--- config.mk ---
export PLATFORM = sky130hd
export DESIGN_NAME = lscf_ram
export DESIGN_NICKNAME = d
export VERILOG_FILES = /design/src/hw/rtl/lscf_ram.sv
export SDC_FILE = /design/constraint.sdc
export NUM_CORES = 1
export LEC_CHECK = 0
export ABC_AREA = 1
export BUFFER_PORTS_ARGS = -buffer_cell sky130_fd_sc_hd__buf_4
export CAP_MARGIN = 20
export CORE_ASPECT_RATIO = 0.75
export CORE_MARGIN = 2
export CORE_UTILIZATION = 63
export DETAILED_ROUTE_END_ITERATION = 8
export PLACE_DENSITY = 0.81
export SYNTH_ARGS = -nofsm -noshare
export SYNTH_HDL_FRONTEND = slang
export SYNTH_SLANG_ARGS = --single-unit
--- constraint.sdc ---
create_clock -name clk -period 1.6 [get_ports clk]
set_input_delay 0.32 -clock clk [delete_from_list [all_inputs] [get_ports clk]]
set_output_delay 0.32 -clock clk [all_outputs]
set_load 0.005 [all_outputs]
--- src/hw/rtl/lscf_ram.sv ---
// Generic RAM with one write port and two registered read ports.
module lscf_ram #(
  parameter int WIDTH = 8,
  parameter int DEPTH = 32
) (
  input  logic                     clk,
  input  logic                     we,
  input  logic [$clog2(DEPTH)-1:0] waddr,
  input  logic [WIDTH-1:0]         wdata,
  input  logic [$clog2(DEPTH)-1:0] raddr_a,
  input  logic [$clog2(DEPTH)-1:0] raddr_b,
  output logic [WIDTH-1:0]         rdata_a,
  output logic [WIDTH-1:0]         rdata_b
);

  logic [WIDTH-1:0] mem [DEPTH];

  always_ff @(posedge clk) begin
    if (we) begin
      mem[waddr] <= wdata;
    end
    rdata_a <= mem[raddr_a];
    rdata_b <= mem[raddr_b];
  end

endmodule

Yosys cells after proc, flatten, opt, wreduce, memory -nomap -nowiden
Memories as Yosys holds them, arrays and structs flattened. A register that Yosys moved wholly into a read port is not among the register bits.
Cells that the tools add are included.
{ "totals": {"register_bits": 0, "ramBits": 256, "in_bits": 25, "word_cells": 3, "mem_count": 1} }
{ "memory_table": {"columns": ["memory", "depth", "word_bits", "rd", "rd_clocked_by_memory_dff", "write_ports", "line", "text"], "rows": [
  ["mem", 32, 8, 2, 2, 1, "16", "logic [WIDTH-1:0] mem [DEPTH];"]
]} }
{ "classes": {"n_mux": 2} }
{ "op_table": {"columns": ["op", "n"], "rows": [
  ["2-to-1 mux 1 bit", 2]
]} }

Logic depth before layout (Yosys ltp)
{ "depth": {"ltp_word": 2, "mapped_depth": 11, "ltp_nobuf": 9} }

Worst setup path before layout
No wires, ideal clock.
{ "synth_path": {"kind": "input-to-reg", "from": "input waddr[0]", "to": "memory mem[0][0], enable pin", "setup_ps": 370, "arrival_ps": 984, "required_time_ps": 1230, "slack_ps": 246, "cell_stages": 3, "n_path_buf": 0, "path_cell_list": "inv_1 > nand3_1 > nor2_1"} }
{ "synth_lines": {"columns": ["item", "line", "text"], "rows": [
  ["from (decl)", "8", "input logic [$clog2(DEPTH)-1:0] waddr,"],
  ["to (decl)", "16", null]
]} }
No word-level cell before the write port.

Worst setup path in the final report
{ "layout_path": {"from": "register rdata_b[1], read port of mem", "to": "output rdata_b[1]"} }
{ "layout_lines": {"columns": ["item", "line", "text"], "rows": [
  ["from (decl)", "13", "output logic [WIDTH-1:0] rdata_b"]
]} }
No word-level cell between the ends.

==> out/metrics.cfg <==
[critical_path]
critPathTopFamily=flip-flops
critPathCaptureType=output port
critPathMaxFanout=2
worst-endpoint-required_ns=1.28
critical-path-max-stage-delay_ns=0.48
worst_path_max_delay_cell=dfxtp_1
critical_path.cell_chain=buf_4
type_of_the_setup_path_with_the_least_slack=reg -> out
critPathArrivalTime_ns=1.21
timing.critical_path.buf_inv=1
setup.worst_path.start_class=flop

[yosys]
synth_fp_nets=1564
yosys_register_bits=272
syn_area_sq_um=13660
synth_top_family_by_area=simple AND/OR/NAND/NOR gates
syn_inst=1539
syn_area_per_cell_sq_um=8.876
compound_gate_portion_of_the_synthesized_area_pct=0
synth-xor-area-share_pct=0
yosys.area_share.simple_pct=35.17
yosys_warnings=0
yosys.area_share.adder_pct=0
synth.area.mux_share_pct=0
synth_cell_types=12
yosysSeqAreaShare_pct=58.62

[placed_design]
detailedPlacementHpwl_um=27080
numPlacedInstances=1843
preCtsSetupSlack_ns=-0.06469
place.gp.congestion=0.9927
placement.cell_area_sq_um=14400
io_buffers=40

[timing]
maxSlewHeadroom_pct=70.99
setup_total_negative_slack_ns=0
final_max_slew_viol_count=0
final.setup_skew_ns=0.03740
setup-violations-final=0
worst_pin_slew_ns=0.4352
fmax_ghz=0.6557
final.setup.worst_slack_ns=0.07496
final_min_period_over_clock_period_pct=95.31
rsz_0062_raised_after_global_routing=false
timing_hold_violations_final=0
period_needed_ns=1.525

[cells_and_area]
fin_nets=1608
area_growth_syn_to_layout_pct=11.30
final_area_sq_um=15200
final_layout_size_suffix_gt1_share_pct=9.988
fillCellCount=1571
fin_cells=1892
layout_commonest_cell=nand2_1
layout.cells.most_common_list=nand2_1, nand3_1, edfxtp_1

[detailed_routing]
number_of_drc_violations_after_detailed_routing=0
route.vias.total=11987
detail_route.iter0.violations=2302
vias_per_cell=6.336
totalWireLength_um=42110
drtAntennaViolNets=0
detail_route.wl_per_cell_um=22.26
firstDrtPassIters=7

[clock_tree]
clock_sinks=272
cts-root-buf=clkbuf_16
cts_repair_resize_count=0
clk_pin_slew_worst_paths_ns=0.06
tritoncts.num_buffers=26
post_cts.repair.setup_buffers=0
tritoncts=done
clock_tree.htree_level_count=1
worst_skew_pair.late_latency_ns=0.56
cts.hold.buffers_added=0
max-clock-path-buffers=3

[power_and_ir_drop]
p_per_area_nw_per_um2=1035
peakVddDrop_v=0.0009376
static-leakage-power_nw=6.252

[hold_path]
hp-class=in -> reg

[flow_run]
maxCapViolations=0

[global_routing]
track_usage_pct=36.83
gr-total-overflow=0
initial_antenna_violation_count=1
grt_start_max_net_pins=60
number_of_global_route_vias_before_repair=10917
grt_first_pass_wirelength_um=64160

[floorplanning]
chipHeight_um=131.5
floorplan.core_area_sq_um=21180
num_rows=46
die-width_um=174.0
design.die.area_sq_um=22890
top_level_ports=41
initial_utilization_pct=64.50

[outcome]
outcome=finished clean

path summary, 6_finish.rpt:
path / start / slack, ns / end / cells past startpoint
setup / recovery: rdata_b[1]$_DFF_P_ / 0.07 / rdata_b[1] / 1
setup reg to reg: mem[29][0]$_DFFE_PP_ / 0.38 / rdata_a[0]$_DFF_P_ / 8
hold / removal: raddr_a[4] / 0.08 / rdata_a[3]$_DFF_P_ / 3
hold reg to reg: mem[7][4]$_DFFE_PP_ / 0.78 / rdata_a[4]$_DFF_P_ / 8
where the power goes:
part / leakage, nW / internal [mW] / switching (mW) / total, mW
Sequential: 2.44 / 7.91 / 0.110 / 8.02
Clock: 0.397 / 3.29 / 2.58 / 5.88
Combinational: 3.41 / 0.587 / 1.25 / 1.84
cell usage after synthesis:
cell / number / area share, %
nand2_1: 720 / 20
nand3_1: 396 / 15
edfxtp_1: 256 / 56
buf_6: 42 / 3.5
nor2_1: 32 / 0.88
buf_2: 27 / 0.99
dfxtp_1: 16 / 2.3
clkbuf_1: 15 / 0.41
buf_4: 14 / 0.77
inv_1: 11 / 0.30
buf_1: 6 / 0.16
inv_2: 4 / 0.11
registers in the layout, summed over array words and instances (netlist names):
signal   cells
rdata_b      8
rdata_a      8
mem        256
layer usage:
| metal | GRT usage, % | up-vias | routed length, um | share of wire [%] |
|---|---|---|---|---|
| met1 | 53.89 | 5470 | 15230 | 36 |
| met2 | 53.25 | 1102 | 18060 | 43 |
| li1 | - | 5278 | - | - |
| met4 | 11.53 | 2 | 1499 | 3.6 |
| met3 | 10.88 | 135 | 7258 | 17 |
| met5 | 0 | - | 63 | 0.15 |
logic make-up after synthesis:
logic type	after synthesis
buf+inv	119
simple gates	1148
flops	272
metrics by stage:
stage               utilization, %  hold WS [ns]  power [mW]
floorplan                        -        0.4189       9.173
global placement             67.96        0.6230       9.886
detailed placement           67.96        0.6274       9.922
CTS                          71.76       0.06611       15.66
global route                 71.76       0.09477       16.13
finish                       71.79       0.08234       15.74
final cells by class:
class                           count  area (sq um)  area share, %
Tap cell                          288         360.3          2.370
Multi-Input combinational cell   1148          4805          31.60
Sequential cell                   272          8008          52.67
Antenna cell                        2         5.005        0.03292
Inverter                           15         58.81         0.3868
Clock inverter                     10         82.58         0.5431
Timing Repair Buffer              120          1164          7.653
Clock buffer                       37         721.9          4.748
Note: power is estimated with default switching activity, not from simulation.
